**config.mk**
```make
export PLATFORM = sky130hd
export DESIGN_NAME = clock_sync_interval_estimator_top
export DESIGN_NICKNAME = d
export VERILOG_FILES = /design/src/sv/csie_pkg.sv /design/src/sv/csie_drift_div.sv /design/src/sv/clock_sync_interval_estimator_top.sv
export VERILOG_INCLUDE_DIRS = /design/src /design/src/sv
export SDC_FILE = /design/constraint.sdc
export NUM_CORES = 2
export LEC_CHECK = 0
export ABC_CLOCK_PERIOD_IN_PS = 11100
export BUFFER_PORTS_ARGS = -buffer_cell sky130_fd_sc_hd__buf_2
export CAP_MARGIN = 0
export CELL_PAD_IN_SITES_DETAIL_PLACEMENT = 0
export CELL_PAD_IN_SITES_GLOBAL_PLACEMENT = 1
export CORE_UTILIZATION = 54
export DETAILED_ROUTE_END_ITERATION = 10
export PLACE_DENSITY = 0.9
export SETUP_SLACK_MARGIN = 0.5
export SYNTH_ARGS = -nofsm -noshare
export SYNTH_HDL_FRONTEND = slang
export SYNTH_SLANG_ARGS = --single-unit
```
**constraint.sdc**
```tcl
create_clock -name clk_i -period 11.1 [get_ports clk_i]
set_input_delay 0.555 -clock clk_i [delete_from_list [all_inputs] [get_ports clk_i]]
set_output_delay 0.555 -clock clk_i [all_outputs]
set_load 0.03 [all_outputs]
```
**src/sv/clock_sync_interval_estimator_top_macros.svh**
```systemverilog
// Assertion macros for the clock sync interval estimator.
// Used by the top level; expects clk_i and rst_ni in scope.
`ifndef CLOCK_SYNC_INTERVAL_ESTIMATOR_TOP_MACROS_SVH
`define CLOCK_SYNC_INTERVAL_ESTIMATOR_TOP_MACROS_SVH

// check a property on every clock edge outside reset
`define CSIE_ASSERT(lbl, prop, msg) \
  lbl: assert property (@(posedge clk_i) disable iff (!rst_ni) (prop)) else $error(msg);

// check that a condition is followed by another in the next cycle
`define CSIE_ASSERT_NEXT(lbl, pre, post, msg) \
  lbl: assert property (@(posedge clk_i) disable iff (!rst_ni) (pre) |=> (post)) else $error(msg);

`endif

```
**src/sv/csie_pkg.sv**
```systemverilog
// Shared types, constants and helpers for the clock sync interval estimator.
// No dependencies; used by csie_drift_div and the top level.
package csie_pkg;

  localparam int unsigned QuotW = 24;
  localparam int unsigned PreShift = 8;
  localparam logic signed [QuotW-1:0] DriftMax = 24'sh7FFFFF;
  localparam logic signed [QuotW-1:0] DriftMin = 24'sh800000;
  localparam logic [QuotW-1:0] NegLimit = 24'h800000;
  localparam logic [QuotW-1:0] PosLimit = 24'h7FFFFF;

  localparam logic KindSync = 1'b0;
  localparam logic KindQuery = 1'b1;

  typedef enum logic [3:0] {
    ST_IDLE,
    ST_Q1,
    ST_Q2,
    ST_S1,
    ST_S2,
    ST_S3,
    ST_S4,
    ST_S5,
    ST_DIV,
    ST_DONE
  } state_e;

  typedef enum logic [1:0] {
    D_IDLE,
    D_CHECK,
    D_ITER,
    D_FIN
  } div_state_e;

  typedef struct packed {
    logic        start;
    logic [31:0] dividend;
    logic [31:0] divisor;
  } div_req_t;

  typedef struct packed {
    logic                    busy;
    logic                    done;
    logic signed [QuotW-1:0] quot;
  } div_rsp_t;

  // signed wrapped difference a - b, halved toward zero
  function automatic logic [31:0] half_diff(input logic [31:0] a, input logic [31:0] b);
    logic [31:0] d;
    logic [31:0] s;
    d = a - b;
    s = d + {31'd0, d[31]};
    return {s[31], s[31:1]};
  endfunction

endpackage

```
**src/sv/csie_drift_div.sv**
```systemverilog
// Bit-serial divider for drift: shift * 65536 / elapsed, Q7.16, saturated.
// One quotient bit per cycle; depends on csie_pkg.
module csie_drift_div import csie_pkg::*; (
  input  logic     clk_i,
  input  logic     rst_ni,
  input  div_req_t req_i,
  output div_rsp_t rsp_o
);

  localparam int unsigned CntW = $clog2(QuotW);
  localparam logic [CntW-1:0] LastCnt = CntW'(QuotW - 1);

  div_state_e       state_q, state_d;
  logic [CntW-1:0]  cnt_q, cnt_d;
  logic             sign_q, sign_d;
  logic             sat_q, sat_d;
  logic [31:0]      mag_q, mag_d;
  logic [31:0]      dsr_q, dsr_d;
  logic [31:0]      rem_q, rem_d;
  logic [QuotW-1:0] sh_q, sh_d;
  logic [31:0]      rem_sh;
  logic [31:0]      head;
  logic             ge;

  always_ff @(posedge clk_i or negedge rst_ni) begin
    if (!rst_ni) begin
      state_q <= D_IDLE;
    end else begin
      state_q <= state_d;
    end
  end

  always_ff @(posedge clk_i) begin
    cnt_q  <= cnt_d;
    sign_q <= sign_d;
    sat_q  <= sat_d;
    mag_q  <= mag_d;
    dsr_q  <= dsr_d;
    rem_q  <= rem_d;
    sh_q   <= sh_d;
  end

  always_comb begin
    state_d = state_q;
    cnt_d   = cnt_q;
    sign_d  = sign_q;
    sat_d   = sat_q;
    mag_d   = mag_q;
    dsr_d   = dsr_q;
    rem_d   = rem_q;
    sh_d    = sh_q;
    head    = {PreShift'(0), mag_q[31:PreShift]};
    rem_sh  = {rem_q[30:0], sh_q[QuotW-1]};
    ge      = (rem_sh >= dsr_q);
    rsp_o.busy = (state_q != D_IDLE);
    rsp_o.done = 1'b0;
    rsp_o.quot = '0;
    unique case (state_q)
      D_IDLE: begin
        if (req_i.start) begin
          sign_d  = req_i.dividend[31];
          mag_d   = req_i.dividend[31] ? (32'd0 - req_i.dividend) : req_i.dividend;
          dsr_d   = req_i.divisor;
          state_d = D_CHECK;
        end
      end
      D_CHECK: begin
        cnt_d = '0;
        rem_d = head;
        sh_d  = {mag_q[PreShift-1:0], 16'd0};
        sat_d = (head >= dsr_q);
        state_d = (head >= dsr_q) ? D_FIN : D_ITER;
      end
      D_ITER: begin
        rem_d = ge ? (rem_sh - dsr_q) : rem_sh;
        sh_d  = {sh_q[QuotW-2:0], ge};
        cnt_d = cnt_q + 1'b1;
        if (cnt_q == LastCnt) begin
          state_d = D_FIN;
        end
      end
      D_FIN: begin
        rsp_o.done = 1'b1;
        if (sign_q) begin
          rsp_o.quot = (sat_q || sh_q > NegLimit) ? DriftMin : $signed(QuotW'(0) - sh_q);
        end else begin
          rsp_o.quot = (sat_q || sh_q > PosLimit) ? DriftMax : $signed(sh_q);
        end
        state_d = D_IDLE;
      end
      default: state_d = D_IDLE;
    endcase
  end

endmodule

```
**src/sv/clock_sync_interval_estimator_top.sv**
```systemverilog
// Clock sync interval estimator: keeps a global-time interval from round-trip
// sync replies and answers time queries. A synced query runs ST_Q1 and ST_Q2; a
// sync runs ST_S1 up to ST_S5, then ST_DIV when the 24-step bit-serial divider
// in csie_drift_div computes drift. One item is in flight at a time; the input
// stalls until its result sits in the output register, which then waits for the
// sink. Depends on csie_pkg, csie_drift_div and the assertion macro header.
`include "clock_sync_interval_estimator_top_macros.svh"

module clock_sync_interval_estimator_top import csie_pkg::*; (
  input  logic               clk_i,
  input  logic               rst_ni,
  input  logic               in_valid_i,
  output logic               in_stall_o,
  input  logic               kind_i,
  input  logic [30:0]        local_now_i,
  input  logic [30:0]        request_sent_i,
  input  logic signed [31:0] global_reply_i,
  output logic               out_valid_o,
  input  logic               out_stall_i,
  output logic               status_o,
  output logic [29:0]        half_lag_o,
  output logic signed [23:0] drift_q16_o,
  output logic signed [31:0] global_estimate_o
);

  state_e      state_q, state_d;
  logic        synced_q, synced_d;
  logic [31:0] elapsed_q, elapsed_d;
  logic [31:0] shift_q, shift_d;
  logic [31:0] last_q, last_d;
  logic [31:0] low_q, low_d;
  logic [31:0] high_q, high_d;
  logic        out_valid_q, out_valid_d;

  logic [30:0] now_q, now_d;
  logic [30:0] req_q, req_d;
  logic [31:0] glob_q, glob_d;
  logic [30:0] lag_q, lag_d;
  logic [31:0] top_q, top_d;
  logic [31:0] est_q, est_d;
  logic [31:0] step_q, step_d;
  logic [31:0] tmp_q, tmp_d;
  logic        res_status_q, res_status_d;
  logic [29:0] res_half_q, res_half_d;
  logic [23:0] res_drift_q, res_drift_d;
  logic [31:0] res_est_q, res_est_d;
  logic        st_q, st_d;
  logic [29:0] oh_q, oh_d;
  logic [23:0] od_q, od_d;
  logic [31:0] oe_q, oe_d;

  logic        accept;
  logic        reseed;
  logic [31:0] diff_nr;
  logic [31:0] mid;
  div_req_t    div_req;
  div_rsp_t    div_rsp;

  csie_drift_div u_div (
    .clk_i  (clk_i),
    .rst_ni (rst_ni),
    .req_i  (div_req),
    .rsp_o  (div_rsp)
  );

  assign accept      = in_valid_i && !in_stall_o;
  assign in_stall_o  = (state_q != ST_IDLE);
  assign out_valid_o = out_valid_q;
  assign status_o          = st_q;
  assign half_lag_o        = oh_q;
  assign drift_q16_o       = $signed(od_q);
  assign global_estimate_o = $signed(oe_q);
  assign reseed = !synced_q || step_q[31];

  always_ff @(posedge clk_i or negedge rst_ni) begin
    if (!rst_ni) begin
      state_q     <= ST_IDLE;
      synced_q    <= 1'b0;
      elapsed_q   <= '0;
      shift_q     <= '0;
      last_q      <= '0;
      low_q       <= '0;
      high_q      <= '0;
      out_valid_q <= 1'b0;
    end else begin
      state_q     <= state_d;
      synced_q    <= synced_d;
      elapsed_q   <= elapsed_d;
      shift_q     <= shift_d;
      last_q      <= last_d;
      low_q       <= low_d;
      high_q      <= high_d;
      out_valid_q <= out_valid_d;
    end
  end

  always_ff @(posedge clk_i) begin
    now_q        <= now_d;
    req_q        <= req_d;
    glob_q       <= glob_d;
    lag_q        <= lag_d;
    top_q        <= top_d;
    est_q        <= est_d;
    step_q       <= step_d;
    tmp_q        <= tmp_d;
    res_status_q <= res_status_d;
    res_half_q   <= res_half_d;
    res_drift_q  <= res_drift_d;
    res_est_q    <= res_est_d;
    st_q         <= st_d;
    oh_q         <= oh_d;
    od_q         <= od_d;
    oe_q         <= oe_d;
  end

  always_comb begin
    state_d      = state_q;
    synced_d     = synced_q;
    elapsed_d    = elapsed_q;
    shift_d      = shift_q;
    last_d       = last_q;
    low_d        = low_q;
    high_d       = high_q;
    out_valid_d  = out_valid_q && out_stall_i;
    now_d        = now_q;
    req_d        = req_q;
    glob_d       = glob_q;
    lag_d        = lag_q;
    top_d        = top_q;
    est_d        = est_q;
    step_d       = step_q;
    tmp_d        = tmp_q;
    res_status_d = res_status_q;
    res_half_d   = res_half_q;
    res_drift_d  = res_drift_q;
    res_est_d    = res_est_q;
    st_d         = st_q;
    oh_d         = oh_q;
    od_d         = od_q;
    oe_d         = oe_q;
    diff_nr      = {1'b0, now_q} - {1'b0, req_q};
    mid          = low_q + tmp_q;
    div_req.start    = 1'b0;
    div_req.dividend = shift_q;
    div_req.divisor  = elapsed_q;
    unique case (state_q)
      ST_IDLE: begin
        if (accept) begin
          now_d        = local_now_i;
          req_d        = request_sent_i;
          glob_d       = global_reply_i;
          res_status_d = 1'b0;
          res_half_d   = '0;
          res_drift_d  = '0;
          res_est_d    = '0;
          if (kind_i == KindQuery) begin
            state_d = synced_q ? ST_Q1 : ST_DONE;
          end else begin
            state_d = ST_S1;
          end
        end
      end
      ST_Q1: begin
        tmp_d   = half_diff(high_q, low_q);
        state_d = ST_Q2;
      end
      ST_Q2: begin
        res_status_d = 1'b1;
        res_half_d   = tmp_q[31] ? '0 : tmp_q[29:0];
        res_est_d    = low_q + tmp_q + ({1'b0, now_q} - last_q);
        state_d      = ST_DONE;
      end
      ST_S1: begin
        lag_d  = diff_nr[30:0];
        top_d  = glob_q + {1'b0, diff_nr[30:0]};
        est_d  = glob_q + {2'b0, diff_nr[30:1]};
        step_d = {1'b0, now_q} - last_q;
        state_d = (now_q < req_q) ? ST_DONE : ST_S2;
      end
      ST_S2: begin
        res_status_d = 1'b1;
        res_half_d   = lag_q[30:1];
        last_d       = {1'b0, now_q};
        if (reseed) begin
          synced_d  = 1'b1;
          elapsed_d = '0;
          shift_d   = '0;
          low_d     = glob_q;
          high_d    = top_q;
          state_d   = ST_DONE;
        end else begin
          low_d     = low_q + step_q;
          high_d    = high_q + step_q;
          elapsed_d = elapsed_q + step_q;
          state_d   = ST_S3;
        end
      end
      ST_S3: begin
        tmp_d   = half_diff(high_q, low_q);
        state_d = ST_S4;
      end
      ST_S4: begin
        shift_d = shift_q + (est_q - mid);
        if ($signed(est_q) < $signed(low_q) || $signed(est_q) > $signed(high_q)) begin
          low_d  = glob_q;
          high_d = top_q;
        end else begin
          if ($signed(glob_q) > $signed(low_q)) begin
            low_d = glob_q;
          end
          if ($signed(top_q) < $signed(high_q)) begin
            high_d = top_q;
          end
        end
        state_d = ST_S5;
      end
      ST_S5: begin
        if (shift_q != '0 && !elapsed_q[31] && elapsed_q != '0) begin
          div_req.start = 1'b1;
          state_d       = ST_DIV;
        end else begin
          state_d = ST_DONE;
        end
      end
      ST_DIV: begin
        if (div_rsp.done) begin
          res_drift_d = div_rsp.quot;
          state_d     = ST_DONE;
        end
      end
      ST_DONE: begin
        if (!out_valid_q || !out_stall_i) begin
          out_valid_d = 1'b1;
          st_d        = res_status_q;
          oh_d        = res_half_q;
          od_d        = res_drift_q;
          oe_d        = res_est_q;
          state_d     = ST_IDLE;
        end
      end
      default: state_d = ST_IDLE;
    endcase
  end

  `CSIE_ASSERT(a_div_in_div_state, !div_rsp.busy || state_q == ST_DIV, "divider busy early")
  `CSIE_ASSERT(a_status_sync, !res_status_q || state_q != ST_DONE || synced_q, "not synced")
  `CSIE_ASSERT_NEXT(a_reseed_clears, state_q == ST_S2 && reseed, (elapsed_q | shift_q) == '0, "totals")
  `CSIE_ASSERT(a_synced_holds, !$fell(synced_q), "synced flag dropped")

endmodule

```
==> run summary <==
For this configuration, the core starts out at a cell density of 0.544. The number of nets still failing antenna checks after routing is 0. The pin count of the biggest net entering global routing is 92. The number of DRC markers after the initial detailed-route iteration came out at 2444. Leaving out fill and tap cells, the most frequent cell in the layout is sky130_fd_sc_hd__edfxtp_1.

The total via count after detailed routing came out at 38.0k. The critical path in this run is classified as reg2reg. The signal on the critical path passes through ha_1, fa_1, a21o_1, a21oi_1, o21bai_1, a31oi_1, o31ai_1, o211ai_1, a31oi_1, o41ai_1, o21ai_0, and2_1, mux2_2, a2111oi_0, fa_1, ha_1, or4_1, o221ai_1, xnor2_1, xnor2_1, a22o_1. The top cell type's share of synthesized area came out at 0.338.

The count of H-tree levels built during CTS is 3. The final instance count without filler cells came out at 6295. The die span in x came out at 303 um. The quantity of gates resized following cts is 0. The async set or reset register ratio after synthesis is 0.233.

The delay of the slowest cell on the worst path is 0.60 ns. The most common flop cell mapped by yosys is sky130_fd_sc_hd__edfxtp_1. From synthesis to final layout, the design area changed by 10.5%. The clock passes through at most 3 buffers. The average detailed-routed wire length per instance came out at 21.4 um. The number of cells produced by synthesis came out at 4850. The clock-pin transition on the worst setup and hold timing paths came out at 0.06 ns.

The initial antenna violation count is 0. Row generation in the floorplan step produced 110 rows. In the post-synthesis netlist, the biggest area contributors are sky130_fd_sc_hd__edfxtp_1, sky130_fd_sc_hd__ha_1, sky130_fd_sc_hd__dfrtp_1, sky130_fd_sc_hd__xnor2_1, sky130_fd_sc_hd__a21oi_1. The overall die area came out at 0.0918 sq mm. The utilization of the core after routing came out at 0.602.

The number of nets in the layout is 5723. For the worst-skew pair, the clock arrives at the later sink with an insertion delay of 0.67 ns. The weighted congestion at the end of routability-driven global placement is 0.936.

The number of top-level pins is 188. The nature of the critical path endpoint is a flop. Data on the critical path is required at its endpoint by 11.64 ns. The DRC violation count after routing came out at 0. The total CTS buffers came out at 81. The cell area that synthesis handed to floorplanning was 0.0489 sq mm.

The core region is 0.0899 sq mm. Before antenna repair, the detailed router went through 9 iterations. The most area-hungry cell type in the Yosys netlist is sky130_fd_sc_hd__edfxtp_1. After clock tree synthesis, the flow added hold-fix buffers numbering 1. The worst slew slack as a fraction of its limit is 0.263.

STA puts the critical path data arrival time at 7.10 ns. The post-synthesis register bit count is 718. The number of buffers inserted by port buffering is 187. The post-route setup TNS is 0 ns.

The count of endpoints failing hold in the final timing report came out at 0. The fraction of the yosys area taken by sequential cells is 0.424. The largest fanout on the critical path came out at 6.

Timing would allow up to 153 MHz. The number of global-route vias before repair is 36.8k. Once detailed placement completed, the half-perimeter wirelength came to 107000 um. TritonCTS built the clock tree.

For this block, the routed nets add up to 135000 um of wire. The number of sinks handled by clock tree synthesis came out at 718. The flow ran to the end, and the final reports show no timing, DRC or antenna violations. The number of enable-type register cells in the synthesized netlist came out at 551.

Across every metal layer, demand over resource in global routing totals 0.295. The mean area per synthesized cell came out at 10.1 sq um. The count of yosys warnings during synthesis came out at 0.

The worst path in the final design needs a cycle of 6.56 ns, including I/O delays and setup. The number of max-slew violations in the final report is 0. The number of cells on the worst reg-to-reg path came out at 21. When the netlist entered floorplanning its net count stood at 5523. The floorplan die height is 303 um.

The final worst clock skew came out at 0.0192 ns. Counting instances, the worst hold path has a depth of 1. The classification of the worst-slack hold path is in2reg. The first global-routing pass estimated 206000 um of wire. The number of placed instances, taps included, is 6142.

The ratio of final minimum period to clock period came out at 0.591. Using the TritonRoute via totals, the vias-per-cell ratio works out to 6.04. Post-CTS timing repair inserted 0 buffers for setup. The count of maximum capacitance violations came out at 0. The residual overflow from global routing is 0. Leaving out fill and tap cells, the most frequent cells in the layout are sky130_fd_sc_hd__edfxtp_1, sky130_fd_sc_hd__ha_1, sky130_fd_sc_hd__nand2_1. Setup violations remaining at the end of the flow were counted as 0.

The master cell of the clock root buffer is sky130_fd_sc_hd__clkbuf_16. In the final layout, the share of cells above drive strength 1 is 0.0815. Setup repair after global routing left no endpoint under its margin.

The distinct cell type count after synthesis is 78. The slowest stage of the critical path is the sky130_fd_sc_hd__a2111oi_0 cell. The slew at the pin with the worst max-slew slack is 1.10 ns. STA classifies the critical path startpoint as a flop.
flip-flops by register name, indices dropped and copies added (netlist names), 32 cells and up:
| signal | count |
|---|---|
| elapsed_q | 32 |
| est_q | 32 |
| glob_q | 32 |
| global_estimate_o | 32 |
| high_q | 32 |
| low_q | 32 |
| res_est_q | 32 |
| shift_q | 32 |
| step_q | 32 |
| top_q | 32 |
| u_div.dsr_q | 32 |
| u_div.mag_q | 32 |
critical path: cells and delay by family, from the launching register on:
family                     cells  cell delay, ns
AOI/OAI and AO/OA             12            3.26
adders and majority gates      4            1.46
and+or+nand+nor                2            0.72
DFF                            1            0.47
muxes                          1            0.27
xor gates and xnor gates       2            0.25
logic make-up after synthesis:
logic type / after synthesis / synth area share
simple gates: 1261 / 0.125
fa+ha+maj: 574 / 0.153
mux: 20 / 0.00448
flops: 718 / 0.424
compound gates: 1465 / 0.193
xor+xnor: 369 / 0.0661
buf+inv: 443 / 0.0340
Yosys cell counts (all sizes together), types with 29 or more instances:
library cell	count
dfrtp	167
nand2	379
xnor2	253
nor2	337
a21oi	360
nand2b	69
a211oi	61
or3	39
o31ai	34
nand4	64
nor3	67
clkbuf	106
o21a	58
o21ai	342
a22o	83
nand3	69
a21o	213
nor2b	60
and2	37
o21bai	56
fa	42
nor3b	29
and3	34
xor2	116
ha	532
a31oi	79
inv	336
edfxtp	551
area by class of cell:
cell class	count	area, sq um
sequential	718	20700
timing repair buffer	224	1220
clock buffer	101	2140
multi-input combinational	3689	26600
antenna	1	2.50
clock inverter	50	604
tap	1176	1470
inverter	336	1260
fill	7544	35800
per-stage QoR:
step	hold WS, ns	cell area [sq um]	setup slack [ns]
2_1_floorplan	0.259	48900	4.55
3_3_place_gp	0.401	51300	4.70
3_5_place_dp	0.405	51300	4.65
4_1_cts	0.0329	54100	4.57
5_1_grt	0.0493	54100	4.15
6_report	0.0628	54100	4.54
per-layer routing:
metal  vias up  track usage  wire length, um
met1     18300        0.396            58600
met4         0        0.105             4680
met5         -            0                0
li1      18400            -                -
met2      1120        0.487            62900
met3       215       0.0402             8660
worst paths after layout:
kind	to	startpoint	slack, ns
min	req_q[16]$_DFFE_PP_	request_sent_i[16]	0.06
min reg2reg	drift_q16_o[4]$_DFFE_PP_	res_drift_q[4]$_SDFFCE_PN0P_	0.42
max reg2reg	shift_q[31]$_DFFE_PN0P_	low_q[0]$_DFFE_PN0P_	4.54
max	shift_q[31]$_DFFE_PN0P_	low_q[0]$_DFFE_PN0P_	4.54
max in group asynchronous	low_q[1]$_DFFE_PN0P_	rst_ni	9.31
min in group asynchronous	last_q[26]$_DFFE_PN0P_	rst_ni	0.47
Power is not shown: default switching activity piles up to over one toggle a cycle in this logic, so the estimate is an artifact.
